## config.mk

```make
export PLATFORM = sky130hd
export DESIGN_NAME = itc_mul
export DESIGN_NICKNAME = d
export VERILOG_FILES = /design/src/rtl/core/assert_macros.svh /design/src/rtl/core/itc_pkg.sv /design/src/rtl/core/itc_mul.sv
export SDC_FILE = /design/constraint.sdc
export NUM_CORES = 2
export LEC_CHECK = 0
export BUFFER_PORTS_ARGS = -buffer_cell sky130_fd_sc_hd__buf_2
export CORE_ASPECT_RATIO = 1.2
export CORE_MARGIN = 2
export CORE_UTILIZATION = 55
export DETAILED_ROUTE_END_ITERATION = 10
export GPL_TIMING_DRIVEN = 1
export PLACE_DENSITY_LB_ADDON = 0.05
export REMOVE_ABC_BUFFERS = 1
export SETUP_SLACK_MARGIN = 0.2
export SYNTH_ARGS = -nofsm -noshare
export SYNTH_HDL_FRONTEND = slang
export SYNTH_SLANG_ARGS = --single-unit
```

## constraint.sdc

```tcl
create_clock -name clk -period 22.2 [get_ports clk]
set_input_delay 2.22 -clock clk [delete_from_list [all_inputs] [get_ports clk]]
set_output_delay 2.22 -clock clk [all_outputs]
set_load 0.05 [all_outputs]
```

## src/rtl/core/assert_macros.svh

```systemverilog
// Assertion macros used by the top-level RTL file.
`ifndef ASSERT_MACROS_SVH
`define ASSERT_MACROS_SVH

// Same-cycle implication, sampled on clk, off during reset.
`define ASSERT_IMPLIES(label, ante, cons) \
	label: assert property (@(posedge clk) disable iff (!arst_n) (ante) |-> (cons)) \
		else $error("assertion failed: same-cycle implication");

// Next-cycle implication, sampled on clk, off during reset.
`define ASSERT_NEXT(label, ante, cons) \
	label: assert property (@(posedge clk) disable iff (!arst_n) (ante) |=> (cons)) \
		else $error("assertion failed: next-cycle implication");

`endif

```

## src/rtl/core/itc_pkg.sv

```systemverilog
// Types, widths and codes for the inertia tensor accumulator.
package itc_pkg;

	localparam int POS_W      = 24;             // position width, two's complement
	localparam int DR_W       = POS_W + 1;      // offset from center
	localparam int WM_W       = 16;             // mass and weight, Q8.8
	localparam int MASS_SHIFT = 8;
	localparam int FRAC_SHIFT = 12;
	localparam int M_W        = 2 * WM_W - MASS_SHIFT;  // effective mass
	localparam int MUL_W      = 33;             // shared multiplier operand width
	localparam int PROD_W     = 2 * MUL_W;
	localparam int LO_W       = 32;             // low slice of the scaled product
	localparam int T_W        = PROD_W - FRAC_SHIFT;
	localparam int TH_W       = T_W - LO_W;     // high slice, signed
	localparam int LOP_W      = LO_W + M_W;     // low partial product
	localparam int HIP_W      = TH_W + M_W;     // high partial product, signed
	localparam int FULL_W     = HIP_W + LO_W + 1;
	localparam int SH_W       = FULL_W - MASS_SHIFT;
	localparam int ACC_W      = 64;
	localparam int NUM_PAIRS  = 6;

	localparam logic signed [ACC_W-1:0] ACC_MAX = {1'b0, {(ACC_W-1){1'b1}}};
	localparam logic signed [ACC_W-1:0] ACC_MIN = {1'b1, {(ACC_W-1){1'b0}}};

	typedef enum logic [2:0] {
		PAIR_XX,
		PAIR_YY,
		PAIR_ZZ,
		PAIR_XY,
		PAIR_XZ,
		PAIR_YZ
	} itc_pair_t;

	typedef enum logic [2:0] {
		ST_IDLE,
		ST_MASS,
		ST_MUL_P,
		ST_MUL_L,
		ST_MUL_H,
		ST_DRAIN_T,
		ST_DRAIN_A,
		ST_FINISH
	} itc_state_t;

	typedef struct packed {
		logic signed [POS_W-1:0] center_x;
		logic signed [POS_W-1:0] center_y;
		logic signed [POS_W-1:0] center_z;
		logic signed [POS_W-1:0] atom_x;
		logic signed [POS_W-1:0] atom_y;
		logic signed [POS_W-1:0] atom_z;
		logic [WM_W-1:0]         atom_mass;
		logic [WM_W-1:0]         atom_weight;
		logic                    last_atom;
	} itc_in_t;

	typedef struct packed {
		logic signed [ACC_W-1:0] i_xx;
		logic signed [ACC_W-1:0] i_yy;
		logic signed [ACC_W-1:0] i_zz;
		logic signed [ACC_W-1:0] i_xy;
		logic signed [ACC_W-1:0] i_xz;
		logic signed [ACC_W-1:0] i_yz;
	} itc_out_t;

	// sequencer to accumulator
	typedef struct packed {
		logic      lo_issue;   // low partial product issued this cycle
		logic      hi_issue;   // high partial product issued this cycle
		itc_pair_t pair;       // pair being worked on
		logic      finish;     // form result and clear sums
	} itc_ctrl_t;

endpackage

```

## src/rtl/core/itc_mul.sv

```systemverilog
// Shared signed multiplier with registered product.
module itc_mul (
	input  logic                                clk,
	input  logic signed [itc_pkg::MUL_W-1:0]    a,
	input  logic signed [itc_pkg::MUL_W-1:0]    b,
	output logic signed [itc_pkg::PROD_W-1:0]   prod
);
	import itc_pkg::*;

	always_ff @(posedge clk) begin
		prod <= a * b;
	end

endmodule

```

# After elaboration in Yosys (flattened, before gate mapping)
# Cells that the tools add are included.
totals:
  wordCells: 2
  regBits: 66
  n_memories: 0
  rom_bits: 0
  in_bits: 67
  out_inout_bits: 66
  latch_bits: 0
  mem_bits_rw: 0
classes:
  n_lt_le_gt_ge: 0
  n_bitwise: 0
  div_mod_pow: 0
  reduce_logical: 0
  multipliers: 1
  n_shift: 0
  n_eq_ne: 0
  muxes: 0
  add_sub_neg: 0
ops:
  columns: ["op", "n"]
  rows:
  - ["$mul A33 B33 Y66", 1]

# Logic depth before layout (Yosys ltp)
logic_depth:
  depth_word: 1
  mapped_depth: 27
  ltp_nobuf: 26

# Worst setup path after synthesis
# OpenSTA, ideal clock, no wires.
synth_path:
  kind: "input -> register"
  from: "input port a[32] (netlist name)"
  to: "register prod[62] (netlist name)"
  t_arrival_ps: 9377
  t_required_ps: 22121
  setup_time_ps: 79
  path_buffers: 2
  stages: 23
  setup_slack_ps: 12744
  path_cell_list: "clkbuf_1 > nand2_1 > inv_1 > fa_1 > fa_1 > fa_1 > fa_1 > fa_1 > fa_1 > fa_1 > inv_1 > fa_1 > inv_1 > ha_1 > clkbuf_1 > and3_1 > nand3_1 > nand2b_1 > a2111oi_4 > a211oi_4 > a21o_2 > a21o_1 > a211oi_2"
synth_between:
  elab_chain_cells: 1
synth_rtl:
  columns: ["item", "line_no", "text"]
  rows:
  - ["start, declared", "itc_mul.sv:4", "input logic signed [itc_pkg::MUL_W-1:0] a,"]
  - ["$mul A33 B33 Y66", "itc_mul.sv:11", "prod <= a * b;"]
  - ["end signal, assigned", "itc_mul.sv:11", null]
  - ["end, declared", "itc_mul.sv:6", "output logic signed [itc_pkg::PROD_W-1:0] prod"]
# Every way passes these cells.

# Worst setup path after layout
layout_path:
  from: "input port b[6] (netlist name)"
  to: "register prod[58] (netlist name)"
layout_between:
  elab_chain_cells: 1
layout_rtl:
  columns: ["item", "line_no", "text"]
  rows:
  - ["start, declared", "itc_mul.sv:5", "input logic signed [itc_pkg::MUL_W-1:0] b,"]
  - ["$mul A33 B33 Y66", "itc_mul.sv:11", null]
# Every way passes these cells.

==> results.sh <==
export IMPL_cts_hold_buf=0
export IMPL_synth_distinct_cells=80
export IMPL_fin_nets=5715
export IMPL_period_needed_ns=10.04
export IMPL_max_freq_ghz=0.0996
export IMPL_core_area_um2=73500
export IMPL_synth_async_sr_flop_share_pct=0
export IMPL_finalSetupViolations=0
export IMPL_drtAntennaViolNets=0
export IMPL_largestRegisters="prod (66)"
export IMPL_outcome="finished, final reports clean"
export IMPL_grt_pass1_vias=30900
export IMPL_syn_inst=4338
export IMPL_drive_gt1_share_pct=4.92
export IMPL_fillers=6754
export IMPL_fp_dieH_um=302
export IMPL_ctsLongestPathBuffers=2
export IMPL_post_cts_buffers=0
export IMPL_drc=0
export IMPL_gp_congestion=0.919
export IMPL_yosysSeqAreaShare_pct=3.24
export IMPL_slew_headroom_pct=30.9
export IMPL_crit_type="in2reg"
export IMPL_drv_cap=0
export IMPL_wire_per_inst_um=20.8
export IMPL_worstPathMaxFanout=33
export IMPL_grt_pass1_wl_um=174000
export IMPL_dpl_hpwl_um=89600
export IMPL_htreeDepth=3
export IMPL_crit_buf_inv=6
export IMPL_whs_path_depth=2
export IMPL_synth_cell_area_um2=40700
export IMPL_numCtsBuffers=9
export IMPL_cts_resized_gates=0
export IMPL_antenna_found_initial=0
export IMPL_multi_input_area_um2=34300
export IMPL_dr_pass1_iters=5
export IMPL_std_cell_rows=109
export IMPL_synth_seq_cells=66
export IMPL_crit_required_ns=22.46
export IMPL_tns_ns=0
export IMPL_fp_dieW_um=252
export IMPL_synthToLayoutAreaGrowth_pct=3.73
export IMPL_grt_max_degree=34
export IMPL_routed_wl_um=109000
export IMPL_io_buffers=132
export IMPL_arrival_ns=10.30
export IMPL_worstSetupStartpointType="input port"
export IMPL_track_usage_pct=30.3
export IMPL_finalMaxSlewViolations=0
export IMPL_vias=28200
export IMPL_cp_depth=24
export IMPL_syn_area_per_cell_um2=9.39
export IMPL_yosys_warnings=0
export IMPL_crit_family="adder cells"
export IMPL_cts_tree="built"
export IMPL_root_buffer="clkbuf_16"
export IMPL_boundaryPins=133
export IMPL_rsz0062_at_grt="no"
export IMPL_min_path_type="in2reg"
export IMPL_cts_sink_count=66
export IMPL_layout_area_seq_um2=1320
export IMPL_max_stage_delay_ns=1.19
export IMPL_synth_edff_count=0
export IMPL_dieArea_um2=76300
export IMPL_start_util_pct=55.4
export IMPL_finish_utilization_pct=57.5
export IMPL_drt_iter0_markers=1439
export IMPL_top_register="prod"
export IMPL_crit_top_cell="fa_1"
export IMPL_slowest_stage="fa_1"
export IMPL_vias_per_cell=5.38
export IMPL_cts_reportedPaths_clkPinSlew_ns=0.06
export IMPL_tightest_slew_ns=1.04
export IMPL_finalNonFillerCells=5234
export IMPL_whs_ns=2.45
export IMPL_hold_viol_final=0
export IMPL_dpl_cell_count=5218
export IMPL_endpoint_kind="flop"
export IMPL_ys_flop_type="dfxtp_1"
export IMPL_insertedDiodeCount=0
export IMPL_overflow=0
export IMPL_path_cells="buf_2, nand2_1, inv_1, fa_1, fa_1, inv_1, fa_1, inv_1, fa_1, fa_1, fa_1, fa_1, inv_1, fa_1, inv_1, ha_1, and3_1, nand3_1, nand2b_1, a2111oi_4, a211oi_4, a21oi_2, nor4b_2, a311oi_1"
export IMPL_period_share_pct=45.2
export IMPL_largest_reg_flops=66
[routing by layer]
layer | share of wire [%] | global-route usage (%) | up-vias
li1 | - | - | 12200
met1 | 37 | 36.2 | 15000
met2 | 55 | 56.4 | 727
met3 | 3.6 | 2.35 | 222
met4 | 5.0 | 12.5 | 0
met5 | 0 | 0 | -
[cells in the final DEF, fill, tap and decap left out, drive strengths merged, types with 38 or more instances in the layout]
| cell | n |
|---|---|
| a21o | 38 |
| a21oi | 61 |
| and2 | 563 |
| buf | 158 |
| dfxtp | 66 |
| fa | 1145 |
| ha | 217 |
| inv | 1134 |
| nand2 | 551 |
| nor2 | 68 |
| xnor2 | 43 |
[cell families after synthesis]
group / count (synthesis) / synth area share, %
fa+ha+maj: 1362 / 62.9
buf+inv: 1352 / 12.5
simple gates: 1271 / 15.8
compound gates: 219 / 4.07
xor+xnor: 68 / 1.46
flops: 66 / 3.24
[cells in the mapped netlist (all sizes together), types with 5 or more instances]
library cell	number	area share, %
o21bai	11	0.20
o21ai	33	0.42
a31oi	9	0.15
a21oi	61	0.80
and2	563	8.7
o31ai	7	0.25
nand2	551	5.1
nor2	68	0.63
nand4	12	0.20
nor3	7	0.086
o21a	6	0.11
inv	1131	10
nor2b	5	0.077
xor2	25	0.54
and3	6	0.10
a211o	6	0.13
fa	1145	56
clkbuf	208	1.9
ha	217	6.7
nand2b	12	0.18
buf	13	0.17
o211ai	5	0.13
xnor2	43	0.92
a21o	38	0.71
and4	5	0.11
dfxtp	66	3.2
a211oi	11	0.27
nand3	26	0.33
[worst paths after layout]
| path | startpoint | to | slack [ns] |
|---|---|---|---|
| worst min-delay path | b[0] | prod[0]$_DFF_P_ | 2.45 |
| worst max-delay path | b[6] | prod[58]$_DFF_P_ | 12.16 |
[area by class of cell]
cell class / instances / share of cell area [%]
clock buffers: 10 / 0.566
repair buffers: 158 / 2.03
flip-flops and latches: 66 / 3.13
clock inverters: 6 / 0.225
multi-input cells: 2920 / 81.2
inverters: 1131 / 10.0
well taps: 943 / 2.79
[metrics by stage]
stage          cell area (um2)  setup WS [ns]
2_1_floorplan            39900          13.10
3_3_place_gp             41900          11.95
3_5_place_dp             41900          11.79
4_1_cts                  42300          12.15
5_1_grt                  42300          11.73
6_report                 42300          12.16
Power is left out: the tool's default activity adds up to more than one toggle a clock period on the data nets, which glitch-free logic cannot reach.
