[src/rtl/core/assert_macros.svh]
// Assertion macros used by the top-level RTL file.
`ifndef ASSERT_MACROS_SVH
`define ASSERT_MACROS_SVH

// Same-cycle implication, sampled on clk, off during reset.
`define ASSERT_IMPLIES(label, ante, cons) \
	label: assert property (@(posedge clk) disable iff (!arst_n) (ante) |-> (cons)) \
		else $error("assertion failed: same-cycle implication");

// Next-cycle implication, sampled on clk, off during reset.
`define ASSERT_NEXT(label, ante, cons) \
	label: assert property (@(posedge clk) disable iff (!arst_n) (ante) |=> (cons)) \
		else $error("assertion failed: next-cycle implication");

`endif

[src/rtl/core/itc_pkg.sv]
// Types, widths and codes for the inertia tensor accumulator.
package itc_pkg;

	localparam int POS_W      = 24;             // position width, two's complement
	localparam int DR_W       = POS_W + 1;      // offset from center
	localparam int WM_W       = 16;             // mass and weight, Q8.8
	localparam int MASS_SHIFT = 8;
	localparam int FRAC_SHIFT = 12;
	localparam int M_W        = 2 * WM_W - MASS_SHIFT;  // effective mass
	localparam int MUL_W      = 33;             // shared multiplier operand width
	localparam int PROD_W     = 2 * MUL_W;
	localparam int LO_W       = 32;             // low slice of the scaled product
	localparam int T_W        = PROD_W - FRAC_SHIFT;
	localparam int TH_W       = T_W - LO_W;     // high slice, signed
	localparam int LOP_W      = LO_W + M_W;     // low partial product
	localparam int HIP_W      = TH_W + M_W;     // high partial product, signed
	localparam int FULL_W     = HIP_W + LO_W + 1;
	localparam int SH_W       = FULL_W - MASS_SHIFT;
	localparam int ACC_W      = 64;
	localparam int NUM_PAIRS  = 6;

	localparam logic signed [ACC_W-1:0] ACC_MAX = {1'b0, {(ACC_W-1){1'b1}}};
	localparam logic signed [ACC_W-1:0] ACC_MIN = {1'b1, {(ACC_W-1){1'b0}}};

	typedef enum logic [2:0] {
		PAIR_XX,
		PAIR_YY,
		PAIR_ZZ,
		PAIR_XY,
		PAIR_XZ,
		PAIR_YZ
	} itc_pair_t;

	typedef enum logic [2:0] {
		ST_IDLE,
		ST_MASS,
		ST_MUL_P,
		ST_MUL_L,
		ST_MUL_H,
		ST_DRAIN_T,
		ST_DRAIN_A,
		ST_FINISH
	} itc_state_t;

	typedef struct packed {
		logic signed [POS_W-1:0] center_x;
		logic signed [POS_W-1:0] center_y;
		logic signed [POS_W-1:0] center_z;
		logic signed [POS_W-1:0] atom_x;
		logic signed [POS_W-1:0] atom_y;
		logic signed [POS_W-1:0] atom_z;
		logic [WM_W-1:0]         atom_mass;
		logic [WM_W-1:0]         atom_weight;
		logic                    last_atom;
	} itc_in_t;

	typedef struct packed {
		logic signed [ACC_W-1:0] i_xx;
		logic signed [ACC_W-1:0] i_yy;
		logic signed [ACC_W-1:0] i_zz;
		logic signed [ACC_W-1:0] i_xy;
		logic signed [ACC_W-1:0] i_xz;
		logic signed [ACC_W-1:0] i_yz;
	} itc_out_t;

	// sequencer to accumulator
	typedef struct packed {
		logic      lo_issue;   // low partial product issued this cycle
		logic      hi_issue;   // high partial product issued this cycle
		itc_pair_t pair;       // pair being worked on
		logic      finish;     // form result and clear sums
	} itc_ctrl_t;

endpackage

[src/rtl/core/itc_acc.sv]
// Term scaling, six saturating accumulators and result forming.
module itc_acc (
	input  logic                               clk,
	input  logic                               arst_n,
	input  itc_pkg::itc_ctrl_t                 ctrl,
	input  logic signed [itc_pkg::PROD_W-1:0]  prod,
	output logic                               done,
	output itc_pkg::itc_out_t                  result
);
	import itc_pkg::*;

	function automatic logic signed [ACC_W-1:0] sat_add(
		input logic signed [ACC_W-1:0] x,
		input logic signed [ACC_W-1:0] y
	);
		logic signed [ACC_W:0] s;
		s = (ACC_W+1)'(x) + (ACC_W+1)'(y);
		if (s[ACC_W] != s[ACC_W-1])
			return s[ACC_W] ? ACC_MIN : ACC_MAX;
		return s[ACC_W-1:0];
	endfunction

	function automatic logic signed [ACC_W-1:0] sat_neg(input logic signed [ACC_W-1:0] x);
		return (x == ACC_MIN) ? ACC_MAX : -x;
	endfunction

	logic                     lo_go_s1, hi_go_s1, acc_go_s2, done_q;
	itc_pair_t                idx_s1, idx_s2;
	logic [LOP_W-1:0]         lo_q;
	logic signed [ACC_W-1:0]  term_s2;
	logic signed [ACC_W-1:0]  acc_q [NUM_PAIRS];
	itc_out_t                 result_q;

	logic signed [HIP_W-1:0]  hip;
	logic signed [FULL_W-1:0] full;
	logic signed [SH_W-1:0]   sh;
	logic signed [ACC_W-1:0]  term_d;

	// q*m = hi*2^32 + lo, then floor by 256 and clamp to 64 bits
	always_comb begin
		hip  = prod[HIP_W-1:0];
		full = (FULL_W'(hip) <<< LO_W) + signed'({{(FULL_W-LOP_W){1'b0}}, lo_q});
		sh   = SH_W'(full >>> MASS_SHIFT);
		if (sh > SH_W'(ACC_MAX))
			term_d = ACC_MAX;
		else if (sh < SH_W'(ACC_MIN))
			term_d = ACC_MIN;
		else
			term_d = sh[ACC_W-1:0];
	end

	always_ff @(posedge clk or negedge arst_n) begin
		if (!arst_n) begin
			lo_go_s1  <= 1'b0;
			hi_go_s1  <= 1'b0;
			acc_go_s2 <= 1'b0;
			done_q    <= 1'b0;
			for (int i = 0; i < NUM_PAIRS; i++)
				acc_q[i] <= '0;
		end else begin
			lo_go_s1  <= ctrl.lo_issue;
			hi_go_s1  <= ctrl.hi_issue;
			acc_go_s2 <= hi_go_s1;
			done_q    <= ctrl.finish;
			if (acc_go_s2) begin
				acc_q[idx_s2] <= sat_add(acc_q[idx_s2], term_s2);
			end else if (ctrl.finish) begin
				for (int i = 0; i < NUM_PAIRS; i++)
					acc_q[i] <= '0;
			end
		end
	end

	always_ff @(posedge clk) begin
		if (ctrl.hi_issue)
			idx_s1 <= ctrl.pair;
		if (lo_go_s1)
			lo_q <= prod[LOP_W-1:0];
		if (hi_go_s1) begin
			term_s2 <= term_d;
			idx_s2  <= idx_s1;
		end
		if (ctrl.finish) begin
			result_q.i_xx <= sat_add(acc_q[PAIR_YY], acc_q[PAIR_ZZ]);
			result_q.i_yy <= sat_add(acc_q[PAIR_XX], acc_q[PAIR_ZZ]);
			result_q.i_zz <= sat_add(acc_q[PAIR_XX], acc_q[PAIR_YY]);
			result_q.i_xy <= sat_neg(acc_q[PAIR_XY]);
			result_q.i_xz <= sat_neg(acc_q[PAIR_XZ]);
			result_q.i_yz <= sat_neg(acc_q[PAIR_YZ]);
		end
	end

	assign done   = done_q;
	assign result = result_q;

endmodule

[config.mk]
export PLATFORM = sky130hd
export DESIGN_NAME = itc_acc
export DESIGN_NICKNAME = d
export VERILOG_FILES = /design/src/rtl/core/assert_macros.svh /design/src/rtl/core/itc_pkg.sv /design/src/rtl/core/itc_acc.sv
export SDC_FILE = /design/constraint.sdc
export NUM_CORES = 2
export LEC_CHECK = 0
export BUFFER_PORTS_ARGS = -buffer_cell sky130_fd_sc_hd__buf_4
export CAP_MARGIN = 10
export CORE_ASPECT_RATIO = 1.5
export CORE_MARGIN = 8
export CORE_UTILIZATION = 42
export DETAILED_ROUTE_END_ITERATION = 7
export GPL_ROUTABILITY_DRIVEN = 0
export SETUP_SLACK_MARGIN = 0.4
export SLEW_MARGIN = 20
export SYNTH_ARGS = -nofsm -noshare
export SYNTH_HDL_FRONTEND = slang
export SYNTH_SLANG_ARGS = --single-unit
[constraint.sdc]
create_clock -name clk -period 5.23 [get_ports clk]
set_input_delay 0 -clock clk [delete_from_list [all_inputs] [get_ports clk]]
set_output_delay 0 -clock clk [all_outputs]
set_load 0.005 [all_outputs]
-- Word-level counts from Yosys, hierarchy flattened
Index checks and enable logic that the tools add are counted.
- output and inout port bits: 385
- memory bits (read-only): 0
- bits in latches: 0
- memories kept: 0
- register bits: 898
- memory bits (writable): 0
- input port bits: 74
- logic and storage cells: 72
- $mul: 0
- bitwise operators: 1
- shifts and indexed selects: 0
- multiplexer cells: 30
- magnitude comparators: 4
- equality and inequality tests: 7
- divide/modulo/power cells: 0
- reduce and logical (&&, ||, !) cells: 2
- add/subtract/negate cells: 8
- operators with widths (kind ; count):
    $mux 64 ; 17
    $mux 384 ; 2
    $bwmux 384 ; 1
    $add 64x64->65 ; 4
    $bmux 64 s3 ; 1
    $demux 64 s3 ; 1
    $eq 64x64->1 const B ; 3
    $neg 64->64 ; 3
    $add 78x57->79 ; 1
    $gt 71x64->1 const B ; 1
    $lt 71x64->1 const B ; 1
    $mux 1 ; 8
    $ge 4x4->1 const B ; 1
    $lt 4x1->1 const B ; 1
    $ne 1x1->1 ; 4
    $not 3->4 ; 1
    $reduce_bool 2->1 ; 1
    $logic_and 1x1->1 ; 1

-- Logic depth before layout (Yosys ltp)
- depth in word-level cells: 12
- gate-level depth with buffers: 21
- gate-level depth less buffers: 16

-- Worst setup path before layout
OpenSTA, ideal clock, no wires.
- kind: flip-flop to flip-flop
- from: register idx_s2[2]
- to: register acc_q[130] (netlist bit)
- library setup time: 0.121 ns
- data required time: 5.109 ns
- data arrival time: 4.768 ns
- period minus slack after synthesis: 4.889 ns
- slack: 0.341 ns
- buffers on the path: 5
- stages on the path, launching flop included: 22
- cell sequence: edfxtp_1 > clkbuf_1 > clkbuf_1 > clkbuf_1 > mux2i_1 > nor2_1 > a21oi_1 > a21oi_1 > ha_1 > fa_1 > a211oi_1 > o21ai_2 > a31oi_4 > o21ai_1 > a22o_1 > nor4b_4 > o31ai_2 > or3_4 > buf_6 > nor2b_1 > buf_2 > a22o_1
- cells in the longest elaborated chain, start to end: 12
- elaborated cells between the ends (all ways): 19
- those cells by class: add/sub (1); order compare (2); eq/ne (1); mux (13); bitwise (1); reduce/logical (1)
- RTL lines (item ; RTL line ; RTL):
    start: declaration ; itc_acc.sv:28 ; itc_pair_t idx_s1, idx_s2;
    start signal: assignment ; itc_acc.sv:81 ; idx_s2 <= idx_s1;
    $not 3->4 (implied by the code) (*) ; itc_acc.sv:66 ; acc_q[idx_s2] <= sat_add(acc_q[idx_s2], term_s2);
    $bmux 64 s3 ; itc_acc.sv:66 ;
    $mux 64 (implied by the code) (2 in a row) ; itc_acc.sv:66 ;
    $add 64x64->65 ; itc_acc.sv:17 ; s = (ACC_W+1)'(x) + (ACC_W+1)'(y);
    $ne 1x1->1 ; itc_acc.sv:18 ; if (s[ACC_W] != s[ACC_W-1])
    $mux 1 ; itc_acc.sv:18 ;
    $mux 1 ; itc_acc.sv:65 ; if (acc_go_s2) begin
    $mux 64 ; itc_acc.sv:20 ; return s[ACC_W-1:0];
    $mux 64 ; itc_acc.sv:65 ;
    $bwmux 384 (*) ; itc_acc.sv:66 ;
    $mux 384 (*) ; itc_acc.sv:65 ;
    end signal: indexed assignment ; itc_acc.sv:66 ;
    end: declaration ; itc_acc.sv:31 ; logic signed [ACC_W-1:0] acc_q [NUM_PAIRS];
Mark *: on every way between the ends. The rest lies on a longest branch, timed or not. The select of a mux whose other input is x is not followed.
A chain may end at the register's enable or synchronous reset.

-- Worst setup path after layout
- from: register idx_s2[2]
- to: register acc_q[371] (netlist bit)
The elaborated chain is that of the path after synthesis.

==> impl_metrics.json <==
{
  "r2r-start": "idx_s2[2]$_DFFE_PP_",
  "synth-compound-area-share_pct": 20.3,
  "die_area_um2": 144000,
  "grt_start_max_net_pins": 167,
  "fmax_mhz": 209,
  "io_pins": 459,
  "grt_usage_pct": 26.5,
  "grt_overflow": 0,
  "fp.coreArea_um2": 131000,
  "skew_ns": 0.0448,
  "syn_area_um2": 55300,
  "cp-start-kind": "register",
  "report.final.slew_viol_count": 0,
  "finalCriticalPeriod_ns": 4.78,
  "holdWs_ns": 0.0222,
  "start_util_pct": 42.2,
  "min_from": "prod[3]",
  "whs_endpoint": "term_s2[27]$_SDFFCE_PN1P_",
  "setup.worst_path.end_class": "register",
  "syn-instance-count": 5935,
  "cts_tree": "yes",
  "power.leakage_nw": 28.8,
  "root_buffer": "clkbuf_16",
  "drc": 0,
  "fin_tns_setup_ns": 0,
  "synth_simple_gate_area_share_pct": 15.6,
  "dpl.hpwl_mm": 157,
  "yosysWarnings": 0,
  "regToRegSetupSlack_ns": 0.45,
  "first_global_vias": 47800,
  "setup_violations": 0,
  "worstMarginPinSlew_ns": 1.08,
  "cts.htree.levels": 3,
  "r2r_cells": 24,
  "synth_top_family_by_area": "compound AO/OA/AOI/OAI gates",
  "wl_per_cell_um": 24.2,
  "portBuffers": 448,
  "nets": 6972,
  "clockBufferDepth": 3,
  "maxCapViolCount": 0,
  "r2r_end": "acc_q[371]$_DFFE_PN0P_",
  "synth_area_per_cell_um2": 9.32,
  "antenna_found_initial": 9,
  "drive_above_1_share_pct": 17.7,
  "num_rows": 163,
  "arrival_ns": 5.35,
  "die_height_um": 460,
  "clkTransAtPathRegs_ns": 0.06,
  "yosysSeqAreaShare_pct": 44.8,
  "viasPerCell": 5.90,
  "antenna_left": 0,
  "min_path_cells": 4,
  "mappedNetlistNets": 6297,
  "cp.required_ns": 5.80,
  "synthArstFlopShare_pct": 43.6,
  "synth_ff_type": "edfxtp_1",
  "status": "completed",
  "synth_edf_count": 502,
  "insertion_delay_ns": 0.75,
  "via_count": 49700,
  "cts_buffers": 88,
  "wl_mm": 204,
  "numClockSinks": 890,
  "slew_headroom_pct": 28.1,
  "hold_class": "primary input to register",
  "area_delta_synth_final_pct": 22.7,
  "period_share_pct": 91.5,
  "synth-xor-area-share_pct": 6.56,
  "vdd_ir_drop_max_v": 0.000326,
  "yosys.cell_types.count": 99,
  "drtPass1Iterations": 6,
  "power.density_nw_per_um2": 458,
  "finalHoldViolations": 0,
  "rsz0062_at_grt": "true",
  "path_class": "register to register",
  "synth_fa_ha_area_share_pct": 6.91,
  "drtIter0Drc": 4257,
  "crit_path_max_fanout": 9,
  "synth_mux_area_share_pct": 2.60,
  "grt_pass1_wl_mm": 295,
  "die_w_um": 312,
  "ys_ff_latch": 890
}
worst max-delay path, cell delays in order, from the launching register on:
cell and delay [ns]:
edfxtp_1 0.43, buf_4 0.17, clkbuf_16 0.15, buf_4 0.13, mux2i_1 0.16, nor2_1 0.08
a211oi_2 0.22, buf_4 0.16, a21oi_1 0.05, ha_1 0.33, buf_4 0.14, buf_4 0.13
and2_2 0.19, a31oi_4 0.20, o21ai_2 0.10, a22o_2 0.32, nor4b_4 0.21, buf_4 0.19
o31ai_4 0.08, or3_4 0.45, buf_12 0.18, nand3_4 0.12, buf_12 0.16, clkbuf_16 0.15
o21ai_0 0.08
cell families (layout without fill, tap and decap cells):
logic type,count (synthesis),after routing
xor+xnor,414,414
other cells,0,16
compound gates,1849,1849
buf+inv,448,1196
simple gates,1885,1885
fa+ha+maj,306,306
mux,143,143
flops,890,890
placed cells by master, fill, tap and decap left out, types with 63 or more instances in the layout:
master / count
a211oi_1: 68
a21o_1: 125
a21oi_1: 540
buf_4: 734
clkbuf_16: 103
dfrtp_1: 386
dlygate4sd3_1: 107
edfxtp_1: 502
ha_1: 274
inv_1: 126
mux2i_1: 135
nand2_1: 790
nand3_1: 112
nand4_1: 71
nor2_1: 397
nor3_1: 109
nor4_1: 63
o21ai_0: 599
xnor2_1: 199
xor2_1: 214
stage by stage:
stage | power [mW] | setup slack (ns) | util (%) | instances | cell area [um2]
floorplan | 17.8 | 0.528 | - | 5935 | 55300
global placement | 23.7 | 0.150 | 47.4 | 8079 | 62200
detailed placement | 23.8 | 0.118 | 47.4 | 8079 | 62200
CTS | 30.5 | 0.401 | 50.6 | 8355 | 66400
global route | 32.7 | 0.316 | 51.7 | 8429 | 67800
finish | 31.1 | 0.447 | 51.7 | 8431 | 67900
synth_stat cells, types with 113 or more instances:
| cell type | count | area, um2 |
|---|---|---|
| mux2i_1 | 139 | 1390 |
| nor2_1 | 433 | 1630 |
| dfrtp_1 | 388 | 9710 |
| nand2_1 | 795 | 2980 |
| clkbuf_1 | 234 | 878 |
| edfxtp_1 | 502 | 15100 |
| xnor2_1 | 200 | 1750 |
| nand3_1 | 113 | 566 |
| xor2_1 | 214 | 1870 |
| a21oi_1 | 567 | 2840 |
| nor3_1 | 113 | 566 |
| a21o_1 | 125 | 938 |
| ha_1 | 283 | 3540 |
| inv_1 | 126 | 473 |
| o21ai_0 | 614 | 3070 |
report_power, final:
group	switching [mW]	internal, mW	total, mW
registers	1.64	9.56	11.2
clock network	2.92	3.58	6.50
logic	7.98	5.40	13.4
sequential cells by signal, indices dropped and copies added, names as in the netlist:
| signal | count |
|---|---|
| acc_q | 384 |
| result | 384 |
| term_s2 | 64 |
| lo_q | 48 |
| idx_s1 | 3 |
| idx_s2 | 3 |
| acc_go_s2 | 1 |
| done | 1 |
| hi_go_s1 | 1 |
| lo_go_s1 | 1 |
how the worst max path moves through the flow:
stage,slack (ns),depth (start not counted),end,from
2_1_floorplan,0.53,21,acc_q[130]$_DFFE_PN0P_,idx_s2[2]$_DFFE_PP_
3_3_place_gp,0.15,19,acc_q[381]$_DFFE_PN0P_,idx_s2[2]$_DFFE_PP_
3_5_place_dp,0.12,19,acc_q[125]$_DFFE_PN0P_,idx_s2[2]$_DFFE_PP_
4_1_cts,0.40,21,acc_q[225]$_DFFE_PN0P_,idx_s2[2]$_DFFE_PP_
5_1_grt,0.32,24,acc_q[371]$_DFFE_PN0P_,idx_s2[2]$_DFFE_PP_
6_report,0.45,24,acc_q[371]$_DFFE_PN0P_,idx_s2[2]$_DFFE_PP_
final cells by class:
| cell class | count | area, um2 |
|---|---|---|
| inverters | 127 | 477 |
| clock inverters | 45 | 433 |
| clock buffers | 118 | 2460 |
| fillers | 12100 | 63300 |
| flip-flops and latches | 890 | 24800 |
| multi-input cells | 4597 | 29600 |
| diodes | 16 | 40.0 |
| repair buffers | 906 | 7940 |
| well taps | 1732 | 2170 |
layer usage:
layer | vias up | track usage (%) | share of wire [%]
met5 | - | 0 | 0
met4 | 0 | 13.1 | 6.0
met3 | 469 | 3.44 | 7.2
met2 | 2252 | 42.8 | 46
met1 | 24000 | 35.1 | 41
li1 | 23000 | - | -
what timing repair did:
action | 4_1_cts | 5_1_grt
buffers inserted | 4 | 45
gates cloned | 1 | 15
pin swaps | 3 | 34
endpoints found under the setup margin | 357 | 390
hold buffers | 108 | 0
resized for setup | 48 | 169
hold endpoints to repair | 546 | 0
No activity file was read; power rests on OpenSTA's default activity.
